`config.mk`:
```
export PLATFORM = sky130hd
export DESIGN_NAME = encoder_tuned_vfo_controller_unit
export DESIGN_NICKNAME = d
export VERILOG_FILES = /design/src/hdl/evfo_pkg.sv /design/src/hdl/evfo_ctrl.sv /design/src/hdl/evfo_dp.sv /design/src/hdl/encoder_tuned_vfo_controller_unit.sv
export SDC_FILE = /design/constraint.sdc
export NUM_CORES = 1
export LEC_CHECK = 0
export ABC_AREA = 1
export BUFFER_PORTS_ARGS = -buffer_cell sky130_fd_sc_hd__buf_2
export CAP_MARGIN = 10
export CORE_ASPECT_RATIO = 0.75
export CORE_MARGIN = 1
export CORE_UTILIZATION = 25
export CTS_CLUSTER_DIAMETER = 200
export DETAILED_ROUTE_END_ITERATION = 8
export PLACE_DENSITY = 0.5
export SLEW_MARGIN = 20
export SYNTH_ARGS = -nofsm -noshare
export SYNTH_HDL_FRONTEND = slang
export SYNTH_SLANG_ARGS = --single-unit
```
`constraint.sdc`:
```
create_clock -name clk -period 7.8 [get_ports clk]
set_input_delay 1.56 -clock clk [delete_from_list [all_inputs] [get_ports clk]]
set_output_delay 1.56 -clock clk [all_outputs]
set_load 0.05 [all_outputs]
```
`src/hdl/evfo_pkg.sv`:
```
package evfo_pkg;

	// Field widths fixed by the interface
	localparam int FREQ_W   = 27;
	localparam int WORK_W   = FREQ_W + 1;
	localparam int STEP_W   = 17;
	localparam int BCD_OUT_W = 32;
	localparam int DCNT_W   = 4;
	localparam int CNT_IN_W = 16;

	// Default parameter values
	localparam int DIGITS_DEF       = 8;
	localparam int COUNTER_BITS_DEF = 16;

	// Decimal digits needed for the widest frequency word
	localparam int MAX_DEC = 9;

	// Reset values
	localparam logic [FREQ_W-1:0] LOW_LIMIT_RST  = 27'd6950000;
	localparam logic [FREQ_W-1:0] HIGH_LIMIT_RST = 27'd7250000;
	localparam logic [FREQ_W-1:0] CARRIER_RST    = 27'd11998800;
	localparam logic [FREQ_W-1:0] FREQ_RST       = 27'd7030000;
	localparam logic [2:0]        STEP_IDX_RST   = 3'd2;
	localparam logic [2:0]        STEP_IDX_LAST  = 3'd5;

	// Register indexes on the configuration port
	localparam logic [1:0] CFG_LOW_LIMIT  = 2'd0;
	localparam logic [1:0] CFG_HIGH_LIMIT = 2'd1;
	localparam logic [1:0] CFG_CARRIER    = 2'd2;

	typedef struct packed {
		logic                req_type;
		logic [CNT_IN_W-1:0] encoder_count;
	} req_t;

	typedef struct packed {
		logic [FREQ_W-1:0]    tuned_freq;
		logic [FREQ_W-1:0]    lo_freq;
		logic [STEP_W-1:0]    step_hz;
		logic [BCD_OUT_W-1:0] freq_bcd;
		logic [DCNT_W-1:0]    digit_count;
	} rsp_t;

	typedef struct packed {
		logic              valid;
		logic [1:0]        index;
		logic [FREQ_W-1:0] data;
	} cfg_wr_t;

	// Datapath operations issued by the controller
	typedef enum logic [3:0] {
		OP_NONE,
		OP_LOAD,
		OP_DISP,
		OP_LOW,
		OP_INC,
		OP_HIGH,
		OP_INIT,
		OP_STEP,
		OP_PUBLISH
	} op_t;

	typedef struct packed {
		op_t op;
	} cmd_t;

	typedef struct packed {
		logic is_button;
		logic conv_done;
	} status_t;

	// Tuning step for each step index; unused codes read as 1 Hz
	function automatic logic [STEP_W-1:0] step_of(input logic [2:0] idx);
		logic [STEP_W-1:0] s;
		case (idx)
			3'd0:    s = 17'd1;
			3'd1:    s = 17'd10;
			3'd2:    s = 17'd100;
			3'd3:    s = 17'd1000;
			3'd4:    s = 17'd10000;
			3'd5:    s = 17'd100000;
			default: s = 17'd1;
		endcase
		return s;
	endfunction

	// Powers of ten used for the significant digit count
	function automatic logic [FREQ_W-1:0] pow10(input logic [3:0] k);
		logic [FREQ_W-1:0] p;
		case (k)
			4'd0:    p = 27'd1;
			4'd1:    p = 27'd10;
			4'd2:    p = 27'd100;
			4'd3:    p = 27'd1000;
			4'd4:    p = 27'd10000;
			4'd5:    p = 27'd100000;
			4'd6:    p = 27'd1000000;
			4'd7:    p = 27'd10000000;
			default: p = 27'd100000000;
		endcase
		return p;
	endfunction

endpackage

```
`src/hdl/evfo_ctrl.sv`:
```
module evfo_ctrl
	import evfo_pkg::*;
(
	input  logic    clk,
	input  logic    arst_n,
	input  logic    req_valid,
	output logic    req_stall,
	output logic    rsp_valid,
	input  logic    rsp_stall,
	input  status_t status,
	output cmd_t    cmd
);

	typedef enum logic [2:0] {
		S_IDLE,
		S_DISP,
		S_LOW,
		S_INC,
		S_HIGH,
		S_INIT,
		S_CONV,
		S_PUB
	} state_t;

	state_t state_q;
	logic   rsp_valid_q;
	logic   slot_free;

	// Result slot is free when empty or being drained this cycle
	assign slot_free = !rsp_valid_q || !rsp_stall;
	assign req_stall = (state_q != S_IDLE);
	assign rsp_valid = rsp_valid_q;

	// Command decode
	always_comb begin
		cmd.op = OP_NONE;
		unique case (state_q)
			S_IDLE: if (req_valid) cmd.op = OP_LOAD;
			S_DISP: cmd.op = OP_DISP;
			S_LOW:  cmd.op = OP_LOW;
			S_INC:  cmd.op = OP_INC;
			S_HIGH: cmd.op = OP_HIGH;
			S_INIT: cmd.op = OP_INIT;
			S_CONV: if (!status.conv_done) cmd.op = OP_STEP;
			S_PUB:  if (slot_free) cmd.op = OP_PUBLISH;
			default: cmd.op = OP_NONE;
		endcase
	end

	// Sequencer and result valid flag
	always_ff @(posedge clk or negedge arst_n) begin
		if (!arst_n) begin
			state_q     <= S_IDLE;
			rsp_valid_q <= 1'b0;
		end else begin
			// a new result takes the slot, otherwise a drained beat empties it
			if (state_q == S_PUB && slot_free) rsp_valid_q <= 1'b1;
			else if (!rsp_stall) rsp_valid_q <= 1'b0;
			unique case (state_q)
				S_IDLE: if (req_valid) state_q <= S_DISP;
				S_DISP: state_q <= status.is_button ? S_INIT : S_LOW;
				S_LOW:  state_q <= S_INC;
				S_INC:  state_q <= S_HIGH;
				S_HIGH: state_q <= S_INIT;
				S_INIT: state_q <= S_CONV;
				S_CONV: if (status.conv_done) state_q <= S_PUB;
				S_PUB:  if (slot_free) state_q <= S_IDLE;
				default: state_q <= S_IDLE;
			endcase
		end
	end

endmodule

```
`src/hdl/evfo_dp.sv`:
```
module evfo_dp
	import evfo_pkg::*;
#(
	parameter int DIGITS       = DIGITS_DEF,
	parameter int COUNTER_BITS = COUNTER_BITS_DEF
) (
	input  logic    clk,
	input  logic    arst_n,
	input  req_t    req,
	input  cfg_wr_t cfg_wr,
	input  cmd_t    cmd,
	output status_t status,
	output rsp_t    rsp
);

	localparam int PW     = COUNTER_BITS - 2;
	localparam int BCD_W  = 4 * DIGITS;
	localparam int BITCNT_W = $clog2(FREQ_W + 1);

	// Configuration registers
	logic [FREQ_W-1:0] low_q, high_q, carrier_q;

	// Tuning state
	logic [FREQ_W-1:0] freq_q;
	logic [PW-1:0]     last_pos_q;
	logic [2:0]        step_idx_q;

	// Latched event and working value
	logic              type_q;
	logic [PW-1:0]     pos_q;
	logic [WORK_W-1:0] work_q;

	// Conversion registers
	logic [FREQ_W-1:0]   sh_q;
	logic [BCD_W-1:0]    bcd_q;
	logic [BITCNT_W-1:0] bit_cnt_q;
	logic [3:0]          dig_k_q;
	logic [DCNT_W-1:0]   dcount_q;
	logic [FREQ_W-1:0]   lo_q;

	rsp_t rsp_q;

	logic [31:0]          cnt_ext;
	logic [PW-1:0]        pos_in;
	logic [STEP_W-1:0]    step;
	logic [WORK_W-1:0]    step_w, freq_w, low_w, high_w, dec_res, high_res;
	logic [BCD_W-1:0]     bcd_adj;
	logic [BCD_W+BCD_OUT_W-1:0] bcd_ext;

	// Detent position: counter masked to its width, divided by four
	assign cnt_ext = {{(32 - CNT_IN_W){1'b0}}, req.encoder_count};
	assign pos_in  = cnt_ext[COUNTER_BITS-1:2];

	assign step   = step_of(step_idx_q);
	assign step_w = {{(WORK_W - STEP_W){1'b0}}, step};
	assign freq_w = {1'b0, freq_q};
	assign low_w  = {1'b0, low_q};
	assign high_w = {1'b0, high_q};

	// Saturating decrease and high clamp
	assign dec_res  = (freq_w > step_w) ? freq_w - step_w : '0;
	assign high_res = (work_q >= high_w) ? high_w : work_q;

	// Add three to every BCD digit of five or more before the shift
	always_comb begin
		for (int d = 0; d < DIGITS; d++) begin
			if (bcd_q[4*d +: 4] >= 4'd5) bcd_adj[4*d +: 4] = bcd_q[4*d +: 4] + 4'd3;
			else bcd_adj[4*d +: 4] = bcd_q[4*d +: 4];
		end
	end

	assign bcd_ext = {{BCD_OUT_W{1'b0}}, bcd_q};

	assign status.is_button = type_q;
	assign status.conv_done = (bit_cnt_q == BITCNT_W'(FREQ_W));
	assign rsp = rsp_q;

	// Configuration and tuning state
	always_ff @(posedge clk or negedge arst_n) begin
		if (!arst_n) begin
			low_q      <= LOW_LIMIT_RST;
			high_q     <= HIGH_LIMIT_RST;
			carrier_q  <= CARRIER_RST;
			freq_q     <= FREQ_RST;
			last_pos_q <= '0;
			step_idx_q <= STEP_IDX_RST;
		end else begin
			if (cfg_wr.valid) begin
				unique case (cfg_wr.index)
					CFG_LOW_LIMIT:  low_q     <= cfg_wr.data;
					CFG_HIGH_LIMIT: high_q    <= cfg_wr.data;
					CFG_CARRIER:    carrier_q <= cfg_wr.data;
					default: ;
				endcase
			end
			if (cmd.op == OP_DISP && type_q) begin
				step_idx_q <= (step_idx_q >= STEP_IDX_LAST) ? 3'd0 : step_idx_q + 3'd1;
			end
			if (cmd.op == OP_HIGH) begin
				freq_q     <= high_res[FREQ_W-1:0];
				last_pos_q <= pos_q;
			end
		end
	end

	// Working registers, conversion and result
	always_ff @(posedge clk) begin
		case (cmd.op)
			OP_LOAD: begin
				type_q <= req.req_type;
				pos_q  <= pos_in;
			end
			OP_DISP: work_q <= (last_pos_q > pos_q) ? dec_res : freq_w;
			OP_LOW:  if (work_q <= low_w) work_q <= low_w;
			OP_INC:  if (last_pos_q < pos_q) work_q <= work_q + step_w;
			OP_INIT: begin
				sh_q      <= freq_q;
				bcd_q     <= '0;
				bit_cnt_q <= '0;
				dig_k_q   <= '0;
				dcount_q  <= '0;
				lo_q      <= (carrier_q > freq_q) ? carrier_q - freq_q : '0;
			end
			OP_STEP: begin
				// one binary bit into the BCD register per beat
				bcd_q     <= {bcd_adj[BCD_W-2:0], sh_q[FREQ_W-1]};
				sh_q      <= {sh_q[FREQ_W-2:0], 1'b0};
				bit_cnt_q <= bit_cnt_q + 1'b1;
				// one power of ten tested per beat, up to MAX_DEC of them
				if (dig_k_q < 4'(MAX_DEC)) begin
					if (freq_q >= pow10(dig_k_q)) dcount_q <= DCNT_W'(dig_k_q) + 1'b1;
					dig_k_q <= dig_k_q + 4'd1;
				end
			end
			OP_PUBLISH: begin
				rsp_q.tuned_freq  <= freq_q;
				rsp_q.lo_freq     <= lo_q;
				rsp_q.step_hz     <= step;
				rsp_q.freq_bcd    <= bcd_ext[BCD_OUT_W-1:0];
				rsp_q.digit_count <= dcount_q;
			end
			default: ;
		endcase
	end

endmodule

```
`src/hdl/encoder_tuned_vfo_controller_unit.sv`:
```
// VFO tuning controller. Each beat on the request channel is either an encoder
// counter sample (req_type 0), which moves the tuned frequency by one step in
// the direction the detent position moved and clamps it to the configured
// limits, or a step button press (req_type 1), which cycles the step through
// 1, 10, 100, 1k, 10k and 100k Hz. Every request yields exactly one response
// beat carrying the frequency, the local oscillator value, the step, packed
// BCD digits and the significant digit count. An accepted request holds the
// block until its response is published; most of that time is the bit-serial
// binary to BCD conversion, one bit of the 27-bit frequency per cycle. A
// finished response waits in its own register, so the next request may be
// accepted before it is taken. Limits and carrier offset are to be written
// through the configuration port only while idle; the block itself does not
// enforce this, and cfg_ready is always high.
module encoder_tuned_vfo_controller_unit
	import evfo_pkg::*;
#(
	parameter int DIGITS       = DIGITS_DEF,
	parameter int COUNTER_BITS = COUNTER_BITS_DEF
) (
	input  logic              clk,
	input  logic              arst_n,
	input  logic              req_valid,
	output logic              req_stall,
	input  req_t              req,
	output logic              rsp_valid,
	input  logic              rsp_stall,
	output rsp_t              rsp,
	input  logic              cfg_valid,
	output logic              cfg_ready,
	input  logic [1:0]        cfg_index,
	input  logic [FREQ_W-1:0] cfg_data
);

	cmd_t    cmd;
	status_t status;
	cfg_wr_t cfg_wr;

	// Configuration writes are always taken
	assign cfg_ready    = 1'b1;
	assign cfg_wr.valid = cfg_valid;
	assign cfg_wr.index = cfg_index;
	assign cfg_wr.data  = cfg_data;

	evfo_ctrl u_ctrl (
		.clk       (clk),
		.arst_n    (arst_n),
		.req_valid (req_valid),
		.req_stall (req_stall),
		.rsp_valid (rsp_valid),
		.rsp_stall (rsp_stall),
		.status    (status),
		.cmd       (cmd)
	);

	evfo_dp #(
		.DIGITS       (DIGITS),
		.COUNTER_BITS (COUNTER_BITS)
	) u_dp (
		.clk    (clk),
		.arst_n (arst_n),
		.req    (req),
		.cfg_wr (cfg_wr),
		.cmd    (cmd),
		.status (status),
		.rsp    (rsp)
	);

endmodule

```
======== Yosys cells after proc, flatten, opt, wreduce, memory -nomap -nowiden ========
Memories as Yosys holds them, arrays and structs flattened. A register that Yosys moved wholly into a read port is not among the register bits.
Index checks and enable logic that the tools add are counted.
word-level totals
  register bits after elaboration ......... 378
  latch bits .............................. 0
  RAM bits ................................ 0
  memory bits (read-only) ................. 168
  input port bits ......................... 51
  output and inout port bits .............. 110
  logic and storage cells ................. 141
  memories kept ........................... 1
cells by class
  add/sub/neg operators ................... 14
  multiply operators ...................... 0
  div/mod/pow operators ................... 0
  order comparisons ....................... 17
  equal/unequal tests ..................... 31
  shift operators ......................... 0
  mux-type cells .......................... 39
  bitwise logic cells ..................... 0
  reduce and logical (&&, ||, !) cells .... 17
memory list
  name             words  bits a word  read ports  clocked after Yosys merged registers in  write ports  RTL line        RTL
  (no name shown)  8      21           1           1                                        0            evfo_pkg.sv:90  case (k)
operators with widths
  cell                                                               count
  2-to-1 mux 28 bit                                                  4
  2-to-1 mux 27 bit                                                  4
  case mux 17 bit (5 select lines)                                   1
  case mux 28 bit (3 select lines)                                   1
  case mux 32 bit (2 select lines)                                   1
  case mux 27 bit (2 select lines)                                   1
  2-to-1 mux 4 bit                                                   11
  greater-or-equal comparator 4 x 3 -> 1 bit, second input constant  8
  case mux 4 bit (8 select lines)                                    1
  adder 28 x 17 -> 28 bit                                            1
  adder 4 x 2 -> 4 bit, second input constant                        7
  greater-or-equal comparator 28 x 27 -> 1 bit                       1
  less-or-equal comparator 28 x 27 -> 1 bit                          1
  subtractor 27 x 17 -> 28 bit                                       1
  greater-or-equal comparator 27 bit                                 1
  > comparator 27 x 17 -> 1 bit                                      1
  > comparator 27 bit                                                1
  subtractor 27 bit                                                  1
  2-to-1 mux 3 bit                                                   8
  case mux 3 bit (8 select lines)                                    1
  == test 3 bit, second input constant                               6
  == test 4 x 3 -> 1 bit, second input constant                      4
  case mux 4 bit (2 select lines)                                    2
  > comparator 14 bit                                                1
  other kinds (28)                                                   49

======== Logic depth before layout (Yosys ltp) ========
  word-level depth ........................ 10
  gate-level depth with buffers ........... 23
  gate-level depth less buffers ........... 23

======== Cells and area by module ========
A second synthesis with hierarchy kept.
unflattened totals
  cell total of the unflattened synthesis .. 2,824
  area, all modules ....................... 23,118.4 µm²
modules (own cells, without submodules)
  module                             times used  cells each  area each (µm²)  seq. area each (µm²)
  evfo_dp                            1           2,775       22,790.6         10,826.6
  evfo_ctrl                          1           47          316.6            100.1
  encoder_tuned_vfo_controller_unit  1           2           11.3             0.0

======== Worst setup path before layout ========
OpenSTA, ideal clock, no wires.
  kind .................................... in2reg
  start point ............................. input rsp_stall
  end point ............................... register u_dp.pos_q[0] (enable)
  library setup time ...................... 0.701 ns
  data arrival time ....................... 7.461 ns
  required time ........................... 7.099 ns
  slack ................................... -0.362 ns
  stages .................................. 4
  path buffers ............................ 0
  path through ............................ nand2_1 > inv_1 > nor2_1 > nor3_1
between the ends
  word-level cells in the longest chain between the ends .. 5
RTL lines
  element                          RTL line                                 RTL
  from (decl)                      encoder_tuned_vfo_controller_unit.sv:26  input logic rsp_stall,
  logical NOT 1 bit                evfo_ctrl.sv:30                          assign slot_free = !rsp_valid_q || !rsp_stall;
  logical OR 1 bit                 evfo_ctrl.sv:30
  2-to-1 mux 4 bit                 evfo_ctrl.sv:45                          S_PUB: if (slot_free) cmd.op = OP_PUBLISH;
  case mux 4 bit (8 select lines)  evfo_ctrl.sv:37                          unique case (state_q)
  == test 4 x 1 -> 1 bit           evfo_dp.sv:108                           case (cmd.op)
  to (signal assigned)             evfo_dp.sv:111                           pos_q <= pos_in;
  to (decl)                        evfo_dp.sv:30                            logic [PW-1:0] pos_q;
Every way passes these cells.
A chain may end at the register's enable or synchronous reset.

======== Worst setup path in the final report ========
  start point ............................. register u_dp.step_idx_q[1]
  end point ............................... register u_dp.work_q[27], data pin
between the ends
  word-level cells in the longest chain between the ends .. 6
  elaborated cells on any way between the ends .. 13
  classes of those cells .................. 2 x add/sub; 1 x order compare; 5 x eq/ne; 5 x mux
RTL lines
  element                                                                        RTL line        RTL
  from (decl)                                                                    evfo_dp.sv:26   logic [2:0] step_idx_q;
  from (signal assigned)                                                         evfo_dp.sv:97   step_idx_q <= (step_idx_q >= STEP_IDX_LAST) ? 3'd0 : step_idx_q + 3'd1;
  == test 3 bit (tied with other cells)                                          evfo_pkg.sv:75  case (idx)
  case mux 17 bit (5 select lines) *                                             evfo_pkg.sv:75
  named net u_dp.step[13]                                                        evfo_dp.sv:45   logic [STEP_W-1:0] step;
  subtractor 27 x 17 -> 28 bit or > comparator 27 x 17 -> 1 bit (tied branches)  evfo_dp.sv:61   assign dec_res = (freq_w > step_w) ? freq_w - step_w : '0;
  2-to-1 mux 28 bit                                                              evfo_dp.sv:61
  2-to-1 mux 28 bit                                                              evfo_dp.sv:113  OP_DISP: work_q <= (last_pos_q > pos_q) ? dec_res : freq_w;
  case mux 28 bit (3 select lines) *                                             evfo_dp.sv:108
  to (signal assigned)                                                           evfo_dp.sv:113
  to (signal assigned)                                                           evfo_dp.sv:114  OP_LOW: if (work_q <= low_w) work_q <= low_w;
  to (signal assigned)                                                           evfo_dp.sv:115  OP_INC: if (last_pos_q < pos_q) work_q <= work_q + step_w;
  to (decl)                                                                      evfo_dp.sv:31   logic [WORK_W-1:0] work_q;
The timed path passes the listed nets; every way through them passes the cells marked *. The select of a mux whose other input is x is not followed.

==> results.yml <==
run_status:
  status: "finished clean"
critical_path:
  critical_path.startpoint_type: "flip-flop"
  worst-endpoint-required_ns: 8.24
  crit_buf_inv: 3
  critPathMaxStageDelay_ns: 0.63
  path_delay_family: "simple AND/OR/NAND/NOR gates"
  critPathArrivalTime_ns: 4.66
  critPathCaptureType: "flip-flop"
  cp_slowest_cell: "nor3_1"
  crit_path_cell_trace: "inv_1 -> ha_1 -> nand2_1 -> inv_1 -> nor3_1 -> nor2_1 -> inv_1 -> ha_1 -> nand2_1 -> nand2_1 -> nand2_1 -> nand2_1 -> a21oi_1 -> nand2_1 -> nand2_1 -> nand2_1 -> nor2_1 -> nand3_1 -> o21ai_0"
  cp_common_cell: "nand2_1"
  path_max_fanout: 7
  r2r_setup_slack_ns: 3.59
  crit_type: "reg -> reg"
detailed_routing:
  avgRoutedWirePerCell_um: 17.9
  viasPerCell: 4.50
  drcViolationCount: 0
  vias: 18758
  drtPass1Iterations: 5
  drtIter0Drc: 1711
  ant_nets: 0
  wl_um: 74600
clock_tree:
  clock_latency_ns: 0.61
  cts_buffers: 45
  h-tree-depth: 2
  holdBufCountCts: 0
  clockBufferDepth: 3
  clkTransAtPathRegs_ns: 0.06
  post-cts-setup-buffers: 0
  cts_tree: "built"
  cts_root_buffer: "clkbuf_16"
  cts.sinks: 389
  ctsResizeCount: 0
floorplan:
  start_util_pct: 25.5
  pin_count: 161
  die_h_um: 264
  fp.dieW_um: 352
  core_area_um2: 90200
  rows: 95
  die_area_um2: 93100
logic_synthesis:
  async_flop_share_pct: 33.2
  syn_inst: 2762
  synth_top_area_share_pct: 31.9
  syn_area_per_cell_um2: 8.31
  synth-seq-cells: 389
  yosys_warnings: 0
  synth.top_cells.by_area: "edfxtp_1 (32%), nand2_1 (13%), ha_1 (9.8%), dfrtp_1 (9.6%), inv_1 (6.5%)"
  ys_seq_area_share_pct: 47.6
  yosysTopAreaCell: "edfxtp_1"
  synthesis.area_um2: 23000
  synth_edf_count: 244
  ys_types: 57
  ys.flop_type: "edfxtp_1"
grt:
  grt_pass1_wl_um: 110000
  grt_max_degree: 72
  grt_usage_pct: 15.7
  grt_overflow_total: 0
  grt_pass1_vias: 17207
  antenna_found_initial: 2
timing:
  finalCritPeriodShare_pct: 54.0
  rsz0062_at_grt: "no"
  worstMarginPinSlew_ns: 1.02
  skew_ns: 0.0383
  finalMaxSlewViolations: 0
  finalCriticalPeriod_ns: 4.21
  setup_violations: 0
  setup-tns-final_ns: 0
  hold_viol_final: 0
  relSlewSlack_pct: 32.1
  max_freq_ghz: 0.237
layout:
  fill_cells: 9674
  fin_nets: 3154
  final_core_util_pct: 29.6
  area.growth.synth_to_final_pct: 16.1
  drive_above_1_share_pct: 12.0
placement:
  dp_hpwl_um: 56900
  port-buffer-count: 154
  place_congestion: 0.943
power_and_ir_drop:
  p_leak_uw: 0.0124
  fin_total_pwr_uw: 12900
  ir_worst_vdd_v: 0.000217
  power.density_nw_per_um2: 485
run:
  maxCapViolations: 0
hold_path:
  hp-class: "reg -> reg"
worst reg2reg max path, delay by kind of cell, from the launching register on:
family                   cells  cell delay, ns
AO/OA/AOI/OAI                2            0.36
adder cells (fa/ha/maj)      2            0.45
buffers and inverters        3            0.49
flip-flops                   1            0.56
AND/OR/NAND/NOR             12            2.18
path summary, 6_finish.rpt:
path                            cells after the start                      startpoint                             end
worst max-delay path                               19  u_dp.step_idx_q[1]$_DFFE_PN1P_       u_dp.work_q[27]$_DFFE_PP_
max in group asynchronous                           2                          arst_n  u_dp.carrier_q[13]$_DFFE_PN0P_
min in group asynchronous                           1                          arst_n  u_dp.last_pos_q[9]$_DFFE_PN0N_
worst min-delay path                                0      u_dp.lo_q[2]$_SDFFCE_PP0N_          u_dp.rsp[55]$_DFFE_PN_
worst max register to register                     19  u_dp.step_idx_q[1]$_DFFE_PN1P_       u_dp.work_q[27]$_DFFE_PP_
worst min register to register                      0      u_dp.lo_q[2]$_SDFFCE_PP0N_          u_dp.rsp[55]$_DFFE_PN_
through the flow:
step           setup WS (ns)  hold slack [ns]  std cells  instance area, um^2
2_1_floorplan           1.90            0.400       2764                23000
3_3_place_gp            3.67            0.406       4086                25100
3_5_place_dp            3.62            0.406       4086                25100
4_1_cts                 3.60            0.409       4170                26700
5_1_grt                 3.32            0.412       4170                26700
6_report                3.59            0.415       4173                26700
final cells by class:
type	instances	area, um^2	area share, %
tap	1212	1520	5.69
clock inverter	21	188	0.704
antenna	3	7.51	0.0282
sequential	389	10900	41.0
inverter	415	1570	5.90
multi-input combinational	1901	10200	38.2
clock buffer	63	1350	5.07
timing repair buffer	169	902	3.38
cells in the final DEF, fill, tap and decap left out, drive strengths merged, types with 5 or more instances in the layout:
cell	n
nand2	803
inv	421
edfxtp	244
nor2	241
o21ai	221
ha	179
buf	169
nand3	142
a21oi	129
dfrtp	88
clkbuf	63
dfstp	41
nand4	33
nand3b	24
xor2	22
nor3	21
dfxtp	16
o21a	14
clkinv	11
a21o	10
or2	10
xnor2	9
o21bai	7
nor4	5
state kept, by name, summed over array words and instances, names as in the netlist, named ones only:
name	cells
u_dp.bcd_q	32
u_dp.dig_k_q	4
u_dp.work_q	28
u_dp.carrier_q	27
u_dp.step_idx_q	3
u_dp.sh_q	27
u_dp.lo_q	27
u_dp.last_pos_q	14
u_dp.type_q	1
u_dp.high_q	27
u_dp.rsp	102
u_dp.low_q	27
u_dp.freq_q	27
u_dp.bit_cnt_q	5
u_ctrl.rsp_valid	1
u_dp.dcount_q	4
u_ctrl.state_q	3
u_dp.pos_q	14
cell families after synthesis:
family          share of synthesized area (%)
buf+inv                                  8.20
other cells                            0.0327
xor+xnor                                 1.18
flops                                    47.6
simple gates                             23.4
fa+ha+maj                                10.0
compound gates                           9.54
power by group:
| group | switching (uW) | internal (uW) |
|---|---|---|
| clock | 940 | 1290 |
| combinational | 4680 | 1910 |
| sequential | 751 | 3350 |
| total | 6370 | 6550 |
synthesized netlist by cell type, types with 4 or more instances:
cell type	count
buf_4	9
nand2_2	6
dfrtp_1	88
xor2_1	22
ha_1	179
a21o_1	10
inv_2	16
nand2_4	6
clkbuf_1	31
o21ai_1	8
nor2_1	235
nand3_1	141
o21ai_0	208
buf_6	6
o21a_1	14
o22ai_1	4
dfstp_2	41
nor2_2	5
a22oi_1	4
nor3_1	18
inv_1	395
dfxtp_1	16
edfxtp_1	244
a21oi_1	126
buf_2	8
nand3b_1	23
nor4_1	5
or2_2	10
xnor2_1	9
nand2_1	790
buf_1	5
nand4_1	31
o21bai_1	7
layer usage:
| layer | part of all wire, % | up-vias | track usage [%] |
|---|---|---|---|
| li1 | - | 9357 | - |
| met1 | 51 | 8790 | 24.2 |
| met2 | 39 | 542 | 21.7 |
| met3 | 8.4 | 69 | 4.03 |
| met4 | 1.7 | 0 | 3.23 |
| met5 | 0 | - | 0 |
No activity file was read; power rests on OpenSTA's default activity.
